<file path="config.mk">
export PLATFORM = sky130hd
export DESIGN_NAME = integer_to_ascii_formatter
export DESIGN_NICKNAME = d
export VERILOG_FILES = /design/src/rtl/core/itoa_pkg.sv /design/src/rtl/core/itoa_dabble.sv /design/src/rtl/core/itoa_emitter.sv /design/src/rtl/core/integer_to_ascii_formatter.sv
export VERILOG_INCLUDE_DIRS = /design/src /design/src/rtl/core
export SDC_FILE = /design/constraint.sdc
export NUM_CORES = 1
export LEC_CHECK = 0
export BUFFER_PORTS_ARGS = -buffer_cell sky130_fd_sc_hd__buf_2
export CAP_MARGIN = 10
export CORE_MARGIN = 2
export CORE_UTILIZATION = 32
export DETAILED_ROUTE_END_ITERATION = 8
export SYNTH_ARGS = -nofsm -noshare
export SYNTH_HDL_FRONTEND = slang
export SYNTH_SLANG_ARGS = --single-unit
export TNS_END_PERCENT = 1
</file>
<file path="constraint.sdc">
create_clock -name clock -period 2.7 [get_ports clock]
set_input_delay 0 -clock clock [delete_from_list [all_inputs] [get_ports clock]]
set_output_delay 0 -clock clock [all_outputs]
set_load 0.005 [all_outputs]
</file>
<file path="src/rtl/core/integer_to_ascii_formatter_assert.svh">
// ----------------------------------------------------------------------------
// Integer to ASCII formatter assertion macros
// Concurrent assertion wrappers shared by the formatter RTL. They expand to
// nothing in synthesis builds.
// ----------------------------------------------------------------------------
`ifndef INTEGER_TO_ASCII_FORMATTER_ASSERT_SVH
`define INTEGER_TO_ASCII_FORMATTER_ASSERT_SVH

`ifndef SYNTHESIS

// Clocked assertion that is switched off while reset is high.
`define ITOA_ASSERT(name, clk, rst, prop, msg) \
   name: assert property (@(posedge clk) disable iff (rst) prop) else $error(msg);

// Clocked assertion that is checked during reset as well.
`define ITOA_ASSERT_ALWAYS(name, clk, prop, msg) \
   name: assert property (@(posedge clk) prop) else $error(msg);

`else

`define ITOA_ASSERT(name, clk, rst, prop, msg)
`define ITOA_ASSERT_ALWAYS(name, clk, prop, msg)

`endif

`endif

</file>
<file path="src/rtl/core/itoa_pkg.sv">
// ----------------------------------------------------------------------------
// Integer to ASCII formatter package
// Shared types, command codes, character constants and the digit encoder.
// ----------------------------------------------------------------------------
`timescale 1ns / 1ps

package itoa_pkg;

   // Command codes carried on the input tuser.
   localparam logic [1:0] CMD_DEC       = 2'd0;
   localparam logic [1:0] CMD_HEX_LOWER = 2'd1;
   localparam logic [1:0] CMD_HEX_UPPER = 2'd2;

   // Character constants.
   localparam logic [7:0] CHAR_ZERO  = 8'h30;
   localparam logic [7:0] CHAR_MINUS = 8'h2D;
   localparam logic [7:0] CHAR_SPACE = 8'h20;
   localparam logic [7:0] UPPER_BASE = 8'h40;
   localparam logic [7:0] LOWER_BASE = 8'h60;

   // Largest field width honored; larger requests saturate.
   localparam logic [3:0] WIDTH_MAX = 4'd9;

   // Sequencer states of the top level.
   typedef enum logic [1:0] {
      ST_IDLE,
      ST_CONVERT,
      ST_EMIT
   } state_type;

   // Formatting controls handed to the character emitter.
   typedef struct packed {
      logic       neg;
      logic       hex;
      logic       upper;
      logic       zpad;
      logic [3:0] width;
   } emit_cmd_type;

   // ASCII code of one decimal or hex digit.
   function automatic logic [7:0] digit_char(input logic [3:0] d, input logic upper);
      logic [7:0] base;
      base = upper ? UPPER_BASE : LOWER_BASE;
      if (d < 4'd10) begin
         digit_char = CHAR_ZERO + {4'b0000, d};
      end else begin
         digit_char = {4'b0000, d} - 8'd9 + base;
      end
   endfunction

endpackage

</file>
<file path="src/rtl/core/itoa_dabble.sv">
// ----------------------------------------------------------------------------
// Integer to ASCII formatter digit converter
// Bit-serial double-dabble converter: the magnitude shifts into a BCD
// register one bit per cycle. Hex values load their nibbles directly.
// ----------------------------------------------------------------------------
`timescale 1ns / 1ps

module itoa_dabble #(
   parameter int VALUE_BITS = 32,
   parameter int DIGITS     = 11
) (
   input  logic                  clock,
   input  logic                  reset,
   input  logic                  start,
   input  logic                  hex,
   input  logic [VALUE_BITS-1:0] value,
   output logic                  done,
   output logic [4*DIGITS-1:0]   digits
);

   localparam int CW = $clog2(VALUE_BITS);

   logic [VALUE_BITS-1:0] bin_ff, bin_in;
   logic [4*DIGITS-1:0]   bcd_ff, bcd_in;
   logic [CW-1:0]         cnt_ff, cnt_in;
   logic                  run_ff, run_in;
   logic                  done_ff, done_in;
   logic [VALUE_BITS-1:0] mag;
   logic [4*DIGITS-1:0]   adj;

   // Magnitude of a signed decimal value; hex keeps the raw bit pattern.
   assign mag = (!hex && value[VALUE_BITS-1]) ? (~value + 1'b1) : value;

   // Add three to every digit of five or more before the shift.
   always_comb begin
      logic [3:0] dgt;
      adj = '0;
      for (int i = 0; i < DIGITS; i++) begin
         dgt = bcd_ff[4*i +: 4];
         adj[4*i +: 4] = (dgt >= 4'd5) ? (dgt + 4'd3) : dgt;
      end
   end

   // Load, shift and count.
   always_comb begin
      bin_in  = bin_ff;
      bcd_in  = bcd_ff;
      cnt_in  = cnt_ff;
      run_in  = run_ff;
      done_in = 1'b0;
      if (start) begin
         bin_in = mag;
         cnt_in = '0;
         if (hex) begin
            bcd_in  = (4*DIGITS)'(value);
            done_in = 1'b1;
         end else begin
            bcd_in = '0;
            run_in = 1'b1;
         end
      end else if (run_ff) begin
         bcd_in = {adj[4*DIGITS-2:0], bin_ff[VALUE_BITS-1]};
         bin_in = bin_ff << 1;
         cnt_in = cnt_ff + 1'b1;
         if (cnt_ff == CW'(VALUE_BITS - 1)) begin
            run_in  = 1'b0;
            done_in = 1'b1;
         end
      end
   end

   always_ff @(posedge clock) begin
      if (reset) begin
         run_ff  <= 1'b0;
         done_ff <= 1'b0;
         cnt_ff  <= '0;
      end else begin
         run_ff  <= run_in;
         done_ff <= done_in;
         cnt_ff  <= cnt_in;
      end
   end

   always_ff @(posedge clock) begin
      bin_ff <= bin_in;
      bcd_ff <= bcd_in;
   end

   assign done   = done_ff;
   assign digits = bcd_ff;

endmodule

</file>
<file path="src/rtl/core/itoa_emitter.sv">
// ----------------------------------------------------------------------------
// Integer to ASCII formatter character emitter
// Scans the digit register from the top position down, one position per cycle
// unless stalled, placing sign, padding and digits in the output register.
// ----------------------------------------------------------------------------
`timescale 1ns / 1ps

module itoa_emitter
   import itoa_pkg::*;
#(
   parameter int DIGITS = 11
) (
   input  logic                clock,
   input  logic                reset,
   input  logic                start,
   input  emit_cmd_type        cmd,
   input  logic [4*DIGITS-1:0] digits,
   output logic                done,
   output logic                rsp_tvalid,
   input  logic                rsp_tready,
   output logic [7:0]          rsp_tdata,   // character[7:0]
   output logic                rsp_tlast
);

   localparam int PW = $clog2(DIGITS);

   emit_cmd_type        cmd_ff, cmd_in;
   logic [4*DIGITS-1:0] dig_ff, dig_in;
   logic [PW-1:0]       pos_ff, pos_in;
   logic                run_ff, run_in;
   logic                seen_ff, seen_in;
   logic                out_valid_ff, out_valid_in;
   logic [7:0]          char_ff, char_in;
   logic                last_ff, last_in;

   logic                step;
   logic [3:0]          fill;
   logic [3:0]          top_dig, nxt_dig;
   logic                active_cur, active_nxt;
   logic                sign_here, space_here, emit;
   logic [7:0]          chr;

   // Decide what the current position contributes.
   always_comb begin
      step    = run_ff && (!out_valid_ff || rsp_tready);
      fill    = cmd_ff.zpad ? (cmd_ff.width + {3'b000, cmd_ff.neg}) : 4'd0;
      top_dig = dig_ff[4*DIGITS-1 -: 4];
      nxt_dig = dig_ff[4*DIGITS-5 -: 4];
      // A position is part of the digit field once a significant digit or
      // the zero-fill length has been reached.
      active_cur = seen_ff || (top_dig != 4'd0) || (pos_ff == '0) ||
                   (pos_ff < PW'(fill));
      active_nxt = (nxt_dig != 4'd0) || (pos_ff == PW'(1)) || (pos_ff <= PW'(fill));
      sign_here  = cmd_ff.neg && !active_cur && active_nxt;
      space_here = !cmd_ff.zpad && !cmd_ff.hex && !active_cur && !sign_here &&
                   (pos_ff < PW'(cmd_ff.width));
      emit       = active_cur || sign_here || space_here;
      if (active_cur) begin
         chr = digit_char(top_dig, cmd_ff.upper);
      end else if (sign_here) begin
         chr = CHAR_MINUS;
      end else begin
         chr = CHAR_SPACE;
      end
   end

   // Scan sequencing and output register.
   always_comb begin
      cmd_in       = cmd_ff;
      dig_in       = dig_ff;
      pos_in       = pos_ff;
      run_in       = run_ff;
      seen_in      = seen_ff;
      out_valid_in = out_valid_ff && !rsp_tready;
      char_in      = char_ff;
      last_in      = last_ff;
      if (start) begin
         cmd_in  = cmd;
         dig_in  = digits;
         pos_in  = PW'(DIGITS - 1);
         run_in  = 1'b1;
         seen_in = 1'b0;
      end else if (step) begin
         dig_in  = dig_ff << 4;
         pos_in  = pos_ff - 1'b1;
         seen_in = active_cur;
         if (pos_ff == '0) begin
            run_in = 1'b0;
         end
         if (emit) begin
            out_valid_in = 1'b1;
            char_in      = chr;
            last_in      = (pos_ff == '0);
         end
      end
   end

   always_ff @(posedge clock) begin
      if (reset) begin
         run_ff       <= 1'b0;
         seen_ff      <= 1'b0;
         out_valid_ff <= 1'b0;
         pos_ff       <= '0;
      end else begin
         run_ff       <= run_in;
         seen_ff      <= seen_in;
         out_valid_ff <= out_valid_in;
         pos_ff       <= pos_in;
      end
   end

   always_ff @(posedge clock) begin
      cmd_ff  <= cmd_in;
      dig_ff  <= dig_in;
      char_ff <= char_in;
      last_ff <= last_in;
   end

   assign done       = step && (pos_ff == '0);
   assign rsp_tvalid = out_valid_ff;
   assign rsp_tdata  = char_ff;
   assign rsp_tlast  = last_ff;

endmodule

</file>
<file path="src/rtl/core/integer_to_ascii_formatter.sv">
// ----------------------------------------------------------------------------
// Integer to ASCII formatter
// Formats one integer per item as signed decimal or hex ASCII text, most
// significant character first, with optional zero or space padding.
// ----------------------------------------------------------------------------
//
// Channel  Direction  Payload
// req      in         tuser: command[1:0]
//                     tdata: value[VALUE_BITS-1:0], zero_pad, field_width[3:0]
// rsp      out        tdata: character[7:0]; tlast: last
//
// Decimal items run through the double-dabble converter, which shifts one
// magnitude bit per cycle; the emitter then scans one digit position per cycle
// while the output register can take a character, over eleven at 32 bits.
// Hex items skip the shift.
// One item is in work at a time; the next is taken while the final character
// still waits in the output register.
// Reset is synchronous and clears all control state.
// A low rsp_tready holds the scan until the output register drains.
// ----------------------------------------------------------------------------
`timescale 1ns / 1ps

`include "integer_to_ascii_formatter_assert.svh"

module integer_to_ascii_formatter
   import itoa_pkg::*;
#(
   parameter int VALUE_BITS = 32
) (
   input  logic                                     clock,
   input  logic                                     reset,
   input  logic                                     req_tvalid,
   output logic                                     req_tready,
   // value[VALUE_BITS-1:0], zero_pad, field_width[3:0], zero fill
   input  logic [((VALUE_BITS + 5 + 7) / 8) * 8-1:0] req_tdata,
   input  logic [1:0]                               req_tuser,   // command[1:0]
   output logic                                     rsp_tvalid,
   input  logic                                     rsp_tready,
   output logic [7:0]                               rsp_tdata,   // character[7:0]
   output logic                                     rsp_tlast
);

   localparam int DEC_DIGITS = ((VALUE_BITS * 1233) >> 12) + 1;
   // Room for the longest digit field (a full zero fill is one more than the
   // widest field width) plus one position for the sign.
   localparam int DIGITS     = ((DEC_DIGITS > 10) ? DEC_DIGITS : 10) + 1;

   state_type             state_ff, state_in;
   emit_cmd_type          cmd_ff, cmd_in;
   logic                  accept;
   logic                  conv_done, emit_done, emit_start;
   logic [VALUE_BITS-1:0] value;
   logic [3:0]            field_width;
   logic [4*DIGITS-1:0]   digits;

   assign value       = req_tdata[VALUE_BITS-1:0];
   assign field_width = req_tdata[VALUE_BITS+4 -: 4];
   assign accept      = req_tvalid && req_tready;

   // Decode the command and clamp the field width.
   always_comb begin
      cmd_in.zpad  = req_tdata[VALUE_BITS];
      cmd_in.width = (field_width > WIDTH_MAX) ? WIDTH_MAX : field_width;
      unique case (req_tuser)
         CMD_DEC: begin
            cmd_in.hex   = 1'b0;
            cmd_in.upper = 1'b0;
         end
         CMD_HEX_LOWER: begin
            cmd_in.hex   = 1'b1;
            cmd_in.upper = 1'b0;
         end
         CMD_HEX_UPPER: begin
            cmd_in.hex   = 1'b1;
            cmd_in.upper = 1'b1;
         end
         default: begin
            cmd_in.hex   = 1'b1;
            cmd_in.upper = 1'b1;
         end
      endcase
      cmd_in.neg = !cmd_in.hex && value[VALUE_BITS-1];
   end

   // Next state.
   always_comb begin
      state_in = state_ff;
      unique case (state_ff)
         ST_IDLE:    if (accept)    state_in = ST_CONVERT;
         ST_CONVERT: if (conv_done) state_in = ST_EMIT;
         ST_EMIT:    if (emit_done) state_in = ST_IDLE;
         default:    state_in = ST_IDLE;
      endcase
   end

   // State outputs.
   always_comb begin
      req_tready = 1'b0;
      emit_start = 1'b0;
      unique case (state_ff)
         ST_IDLE:    req_tready = 1'b1;
         ST_CONVERT: emit_start = conv_done;
         ST_EMIT:    emit_start = 1'b0;
         default:    req_tready = 1'b0;
      endcase
   end

   always_ff @(posedge clock) begin
      if (reset) begin
         state_ff <= ST_IDLE;
      end else begin
         state_ff <= state_in;
      end
   end

   // Formatting controls are held for the whole item.
   always_ff @(posedge clock) begin
      if (accept) begin
         cmd_ff <= cmd_in;
      end
   end

   itoa_dabble #(
      .VALUE_BITS (VALUE_BITS),
      .DIGITS     (DIGITS)
   ) u_dabble (
      .clock  (clock),
      .reset  (reset),
      .start  (accept),
      .hex    (cmd_in.hex),
      .value  (value),
      .done   (conv_done),
      .digits (digits)
   );

   itoa_emitter #(
      .DIGITS (DIGITS)
   ) u_emitter (
      .clock      (clock),
      .reset      (reset),
      .start      (emit_start),
      .cmd        (cmd_ff),
      .digits     (digits),
      .done       (emit_done),
      .rsp_tvalid (rsp_tvalid),
      .rsp_tready (rsp_tready),
      .rsp_tdata  (rsp_tdata),
      .rsp_tlast  (rsp_tlast)
   );

   // Checks on sequencing between converter, emitter and output register.
   `ITOA_ASSERT(a_conv_done_in_convert, clock, reset, conv_done |-> (state_ff == ST_CONVERT), "converter finished outside the convert state")
   `ITOA_ASSERT(a_emit_done_in_emit, clock, reset, emit_done |-> (state_ff == ST_EMIT), "emitter finished outside the emit state")
   `ITOA_ASSERT(a_done_leaves_last, clock, reset, emit_done |=> (rsp_tvalid && rsp_tlast), "scan ended without a final character")
   `ITOA_ASSERT(a_idle_only_last, clock, reset, ((state_ff == ST_IDLE) && rsp_tvalid) |-> rsp_tlast, "non-final character pending while idle")

endmodule
</file>
# Word-level counts from Yosys, hierarchy flattened

Index checks and enable logic that the tools add are counted.

Bits of input ports: 46
Memories: 0
RAM bits: 0
Bits in latches: 0
Register bits after elaboration: 161
Word-level logic and storage cells: 155
ROM bits: 0

Equality and inequality tests: 9
Mux-type cells: 47
Divide/modulo/power cells: 0
$mul: 0
Add/sub/neg operators: 18
Bitwise operators: 2
Reductions and logical operators: 39
Shift-type cells: 0
$lt $le $gt $ge: 16

Operator list:

| cell                                                                                 | count |
|---|---|
| 44-bit 2-to-1 mux                                                                    | 4 |
| 32-bit 2-to-1 mux                                                                    | 4 |
| 4-bit 2-to-1 mux                                                                     | 14 |
| 4-bit by 3-bit greater-or-equal comparator with 1-bit output (second input constant) | 11 |
| 4-bit by 2-bit adder with 4-bit output (second input constant)                       | 10 |
| 32-bit by 1-bit adder with 32-bit output (second input constant)                     | 1 |
| 32-bit NOT                                                                           | 1 |
| 1-bit 2-to-1 mux                                                                     | 16 |
| 8-bit 2-to-1 mux                                                                     | 2 |
| 1-bit logical AND                                                                    | 11 |
| 8-bit adder                                                                          | 1 |
| 1-bit logical OR                                                                     | 8 |
| 4-bit less-than comparator                                                           | 2 |
| 4-bit nonzero test                                                                   | 2 |
| 6-bit by 4-bit adder with 7-bit output (first input constant)                        | 1 |
| 1-bit zero test                                                                      | 7 |
| 2-bit 2-to-1 mux                                                                     | 3 |
| 6-bit 2-to-1 mux                                                                     | 1 |
| 2-bit inequality test (second input constant)                                        | 3 |
| 2-bit case mux with 3 select lines                                                   | 1 |
| 3-bit AND reduction                                                                  | 2 |
| 2-bit nonzero test                                                                   | 3 |
| 5-bit by 1-bit adder with 5-bit output (second input constant)                       | 1 |
| 5-bit == test (second input constant)                                                | 1 |
| other kinds (18)                                                                     | 21 |

# Logic depth before layout (Yosys ltp)

Depth after elaboration: 14
Depth in mapped cells: 9
Gate-level depth less buffers: 9

# Cells and area by module

Synthesis repeated with hierarchy kept, for this count alone.

Cell total of the unflattened synthesis: 791
Area total of the unflattened synthesis: 8861.0 um^2

Modules (own cells, without submodules):

| module                     | seq. area each (um^2) | cells each | area an instance (um^2) | instances |
|---|---|---|---|---|
| itoa_dabble                | 2422.3                | 550        | 5278.8                  | 1 |
| itoa_emitter               | 1971.9                | 214        | 3209.3                  | 1 |
| integer_to_ascii_formatter | 280.3                 | 27         | 372.9                   | 1 |

# Worst setup path after synthesis

OpenSTA, ideal clock, no wires.

Path kind: register to register
Start point: register u_emitter.cmd_ff[0] (netlist name)
End point: register u_emitter.char_ff[0] (netlist: u_emitter.rsp_tdata[0]), enable pin
Data required time: 2.417 ns
Arrival: 2.238 ns
Buffers on the path: 0
Cell stages (with the launch flop): 10
Path slack: 0.179 ns
Library setup time: 0.283 ns
Path through: edfxtp_1 -> ha_1 -> ha_1 -> nand2_1 -> ha_1 -> nor2b_1 -> o211ai_1 -> a211oi_1 -> nand3b_1 -> and3_1

Longest elaborated chain between the ends: 12
Elaborated cells between the ends (all ways): 17

RTL lines:

| element                                | line                                   | source |
|---|---|---|
| start, declared                        | itoa_emitter.sv:27                     | `emit_cmd_type cmd_ff, cmd_in;` |
| start signal, assigned                 | itoa_emitter.sv:113                    | `cmd_ff <= cmd_in;` |
| 4-bit by 1-bit adder with 4-bit output | itoa_emitter.sv:46                     | `fill = cmd_ff.zpad ? (cmd_ff.width + {3'b000, cmd_ff.neg}) : 4'd0;` |
| 4-bit 2-to-1 mux                       | itoa_emitter.sv:46                     |  |
| 4-bit less-than comparator             | itoa_emitter.sv:52                     | `(pos_ff < PW'(fill));` |
| 1-bit logical OR                       | itoa_emitter.sv:51                     | `active_cur = seen_ff \|\| (top_dig != 4'd0) \|\| (pos_ff == '0) \|\|` |
| 1-bit zero test                        | itoa_emitter.sv:54, itoa_emitter.sv:55 |  |
| 1-bit logical AND (2 in series)        | itoa_emitter.sv:54                     | `sign_here = cmd_ff.neg && !active_cur && active_nxt;` |
| 1-bit zero test                        | itoa_emitter.sv:55                     | `space_here = !cmd_ff.zpad && !cmd_ff.hex && !active_cur && !sign_here &&` |
| 1-bit logical AND (2 in series)        | itoa_emitter.sv:55                     |  |
| 1-bit logical OR *                     | itoa_emitter.sv:57                     | `emit = active_cur \|\| sign_here \|\| space_here;` |
| 3-bit AND reduction (no line) *        | n/a                                    |  |
| end signal, assigned                   | itoa_emitter.sv:115                    | `char_ff <= char_in;` |
| end, declared                          | itoa_emitter.sv:33                     | `logic [7:0] char_ff, char_in;` |

Every way passes the cells marked *; elsewhere a longest branch is shown, timed or not.
A chain may end at the register's enable or synchronous reset.

# Worst setup path in the final report

Start point: register u_emitter.cmd_ff[0] (netlist name)
End point: register u_emitter.char_ff[0] (netlist: u_emitter.rsp_tdata[0]), data pin

Longest elaborated chain between the ends: 9
Elaborated cells between the ends (all ways): 11

RTL lines:

| element                                  | line               | source |
|---|---|---|
| 4-bit by 1-bit adder with 4-bit output * | itoa_emitter.sv:46 |  |
| 4-bit 2-to-1 mux *                       | itoa_emitter.sv:46 |  |
| 4-bit less-than comparator               | itoa_emitter.sv:52 |  |
| 1-bit logical OR                         | itoa_emitter.sv:51 |  |
| 1-bit zero test                          | itoa_emitter.sv:54 |  |
| 1-bit logical AND (2 in series)          | itoa_emitter.sv:54 |  |
| 4-bit 2-to-1 mux                         | itoa_emitter.sv:60 | `end else if (sign_here) begin` |
| 8-bit 2-to-1 mux *                       | itoa_emitter.sv:58 | `if (active_cur) begin` |
| via u_emitter.chr[0]                     | itoa_emitter.sv:41 | `logic [7:0] chr;` |

The timed path passes the listed nets; every way through them passes the cells marked *.

==> summary.md <==
| Metric | Value |
|---|---|
| Status | `complete, no violations` |
| Yosys reg bits | `161` |
| Final hold violations | `0` |
| CTS Buffer Depth | `2` |
| Max incr delay on CP | `390 ps` |
| Starting Density | `0.3252` |
| # nets final | `989` |
| H-tree levels | `4` |
| Reg-to-reg endpoint | `u_emitter.rsp_tdata[0]` |
| Post-Syn Area | `8449 um2` |
| First-pass GRT wire length | `30.14 mm` |
| Ys flop type | `edfxtp_1` |
| Multi-input gate area | `3492 um2` |
| Relative slew slack | `0.2360` |
| Worst flop-to-flop path startpoint | `u_emitter.cmd_ff[0]` |
| Worst path buffer plus inverter count | `1` |
| Max-capacitance violation count | `0` |
| Clock tree from TritonCTS | `built` |
| Worst r2r path cells | `9` |
| CP Launch Type | `flop` |
| Yosys warns | `0` |
| Post-synth EDFFs | `about 150` |
| CP top delay family | `adder cells` |
| Pre-CTS setup slack | `52.56 ps` |
| Final WL | `18.12 mm` |
| Final setup violation count | `0` |
| Switching Fraction | `0.2592` |
| CTS buffer count | `17` |
| DR iter-0 viols | `406` |
| Synth cell count leaders | `edfxtp_1 (145), nand2_1 (136), o21ai_0 (83), nor2_1 (50), a21oi_1 (49)` |
| Peak supply drop | `0.0004154 V` |
| Global Route Usage Sum | `0.1343` |
| Share of cells above drive strength 1 | `0.1321` |
| Worst Hold Launch | `req_tdata[29]` |
| I/O Buffers | `53` |
| Minimum clock period after layout | `2512 ps` |
| Hold Path Class | `in2reg` |
| Mean number of vias per cell | `4.929` |
| RePlAce Congestion | `between 0.8 and 0.9` |
| CP required | `2880 ps` |
| First-pass iteration count of the detailed router | `5` |
| Net switching power | `roughly 1.7 mW` |
| Slowest cell on the critical path | `edfxtp_1` |
| Combinational power share | `0.147` |
| Synth Instances | `just over 800` |
| Yosys top cell by area | `edfxtp_1` |
| Core Area | `~26000 um2` |
| Clock power frac | `0.377` |
| Final-layout fill cell count | `about 2600` |
| Rows | `59` |
| GRT overflow | `0` |
| Top Ports | `57` |
| Crit path max fanout | `5` |
| Post-Layout Inst Area | `approximately 10000 um2` |
| Final Max Tran Viols | `0` |
| RSZ-0062 raised after global routing | `false` |
| P_leak | `3.807 nW` |
| Synth top area share | `0.5153` |
| Largest net degree at the start of global routing | `74` |
| Hold Crit Depth | `3` |
| Seq pwr share | `0.476` |
| Layout Skew | `about 14 ps` |
| Post-Syn Nets | `a little over 900` |
| Hold Path End | `u_dabble.digits[29]` |
| Cell Pwr Density | `656.1 nW/um2` |
| Synthesis-to-layout area growth | `19.38%` |
| Setup ws final | `187.6 ps` |
| CP cell instances | `ha_1 -> ha_1 -> nand2_1 -> ha_1 -> nor2b_1 -> o211ai_1 -> a211oi_1 -> buf_4 -> mux2_2` |
| Max Clk Rate | `0.3980 GHz` |
| Flop2flop setup slack | `approximately 190 ps` |
| Postcts setup bufs | `0` |
| WL per Instance | `14.49 um` |
| Worst-path clk slew | `roughly 70 ps` |
| Vias in the first global route | `6072` |
| Die width | `166.5 um` |
| Share of flip-flops with an asynchronous set or reset | `0` |
| Antenna violations before repair | `0` |
| Register area | `4674 um2` |
| WP data arrival | `2690 ps` |
| Period utilisation layout | `0.9305` |
| HPWL after detailed placement | `12.43 mm` |
| Post-route core utilization | `0.3882` |
| P_int | `4.902 mW` |
| Setup TNS | `0 ps` |
| Die ar. | `27720 um2` |
| Die Y | `166.5 um` |
| Clk sink count | `roughly 160` |
| Drc violations | `0` |
| WS Path Type | `reg2reg` |
| DR vias | `roughly 6000` |
| Post-route antenna net violation count | `0` |
| Seq/Total Area, Yosys | `0.5532` |
| Worst slew pin tran | `1145 ps` |
| Root Driver | `clkbuf_16` |
| Cell Area, Placed | `9153 um2` |
| CP dominant cell by count | `ha_1` |
| CP endpoint kind | `flop` |
| Count leader, synth | `edfxtp_1` |
| Unique masters post-synth | `53` |
| Worst skew pair latency | `430 ps` |
| Antenna Cells | `0` |
| Average size of a mapped cell | `~10 um2` |
| Synth area leaders | `edfxtp_1 (52%), nand2_1 (6.0%), ha_1 (5.9%), o21ai_0 (4.9%), dfxtp_1 (3.8%)` |
## registers in the layout, indices dropped and copies added, names as in the netlist, 4 cells and up
register and cells:
cmd_ff 8, u_dabble.bin_ff 32, u_dabble.cnt_ff 5, u_dabble.digits 44, u_emitter.cmd_ff 8, u_emitter.dig_ff 44, u_emitter.pos_ff 4, u_emitter.rsp_tdata 8
## worst max-delay path by stage
stage	start	endpoint	slack [ps]	cells after the start
after floorplan	u_emitter.cmd_ff[0]	u_emitter.rsp_tdata[0]	180	9
after global placement	u_emitter.cmd_ff[0]	u_emitter.rsp_tdata[6]	130	9
after detailed placement	u_emitter.cmd_ff[0]	u_emitter.rsp_tdata[7]	50	9
after CTS	u_emitter.cmd_ff[0]	u_emitter.rsp_tdata[7]	50	9
after global routing	u_emitter.cmd_ff[0]	u_emitter.rsp_tdata[7]	40	9
final	u_emitter.cmd_ff[0]	u_emitter.rsp_tdata[0]	190	9
## tightest hold or removal path: cells and delay by family
family                 cells  cell delay, ps
buffers and inverters      1             180
AND/OR/NAND/NOR            1              80
AO/OA/AOI/OAI              1              70
## per-layer routing
metal  GRT usage  vias to the layer above  wire length (um)
li1            -                     3097                 -
met1      0.1775                     2938              8570
met2      0.2217                      116              8597
met3     0.02947                       15               724
met4     0.04010                        0               232
met5           0                        -                 0
## power groups by stage
stage / sequential (mW) / clock [mW] / combinational (mW)
2_1_floorplan: 3.16 / 0 / 0.679
3_3_place_gp: 3.20 / 0 / 0.919
3_5_place_dp: 3.20 / 0 / 0.939
4_1_cts: 3.15 / 2.56 / 0.983
5_1_grt: 3.18 / 2.65 / 1.12
6_report: 3.15 / 2.50 / 0.972
## cells in the final DEF (no fill, tap or decap), drive strengths merged, types with 4 or more instances in the layout
cell type	synthesis	layout
a21oi	49	49
a221oi	5	5
a31oi	5	5
and2	5	5
buf	7	71
clkbuf	34	21
clkinv	2	6
dfxtp	16	16
dlygate4sd3	0	33
edfxtp	145	145
ha	40	40
inv	36	40
nand2	136	136
nand2b	15	15
nand3	36	36
nand4	6	6
nor2	51	51
nor3	20	20
nor3b	9	9
nor4	4	4
o21ai	84	84
o31ai	12	12
or2	4	4
or4	8	8
xnor2	31	31
xor2	23	23
## stage by stage
stage | cells | hold slack (ps) | total power [mW]
6_report | 1251 | 22.31 | 6.618
5_1_grt | 1251 | 33.82 | 6.954
4_1_cts | 1251 | 0.1627 | 6.695
3_5_place_dp | 1186 | 189.1 | 4.142
3_3_place_gp | 1186 | 188.0 | 4.115
2_1_floorplan | 821 | 98.87 | 3.839
## cell type report
class | instances | share of cell area
repair buffers | 104 | 0.07492
inverters | 38 | 0.01414
clock inverters | 11 | 0.01513
multi-input cells | 581 | 0.3462
flip-flops and latches | 161 | 0.4634
well taps | 335 | 0.04155
clock buffers | 21 | 0.04465
## repair_timing
action / in CTS / in global routing
endpoints found under the setup margin: 0 / 9
hold buffers: 33 / 0
resized for setup: 0 / 2
endpoints found under the hold margin: 41 / 0
## logic make-up after synthesis
group                    count (synthesis)  share of synthesized area
AO/OA/AOI/OAI                          175                     0.1192
multiplexers                             3                   0.003702
adder cells (fa/ha/maj)                 40                    0.05923
buffers and inverters                   79                    0.03510
flip-flops                             161                     0.5532
XOR/XNOR                                54                    0.05597
AND/OR/NAND/NOR                        309                     0.1736
Power figures use the tool's default switching activity.
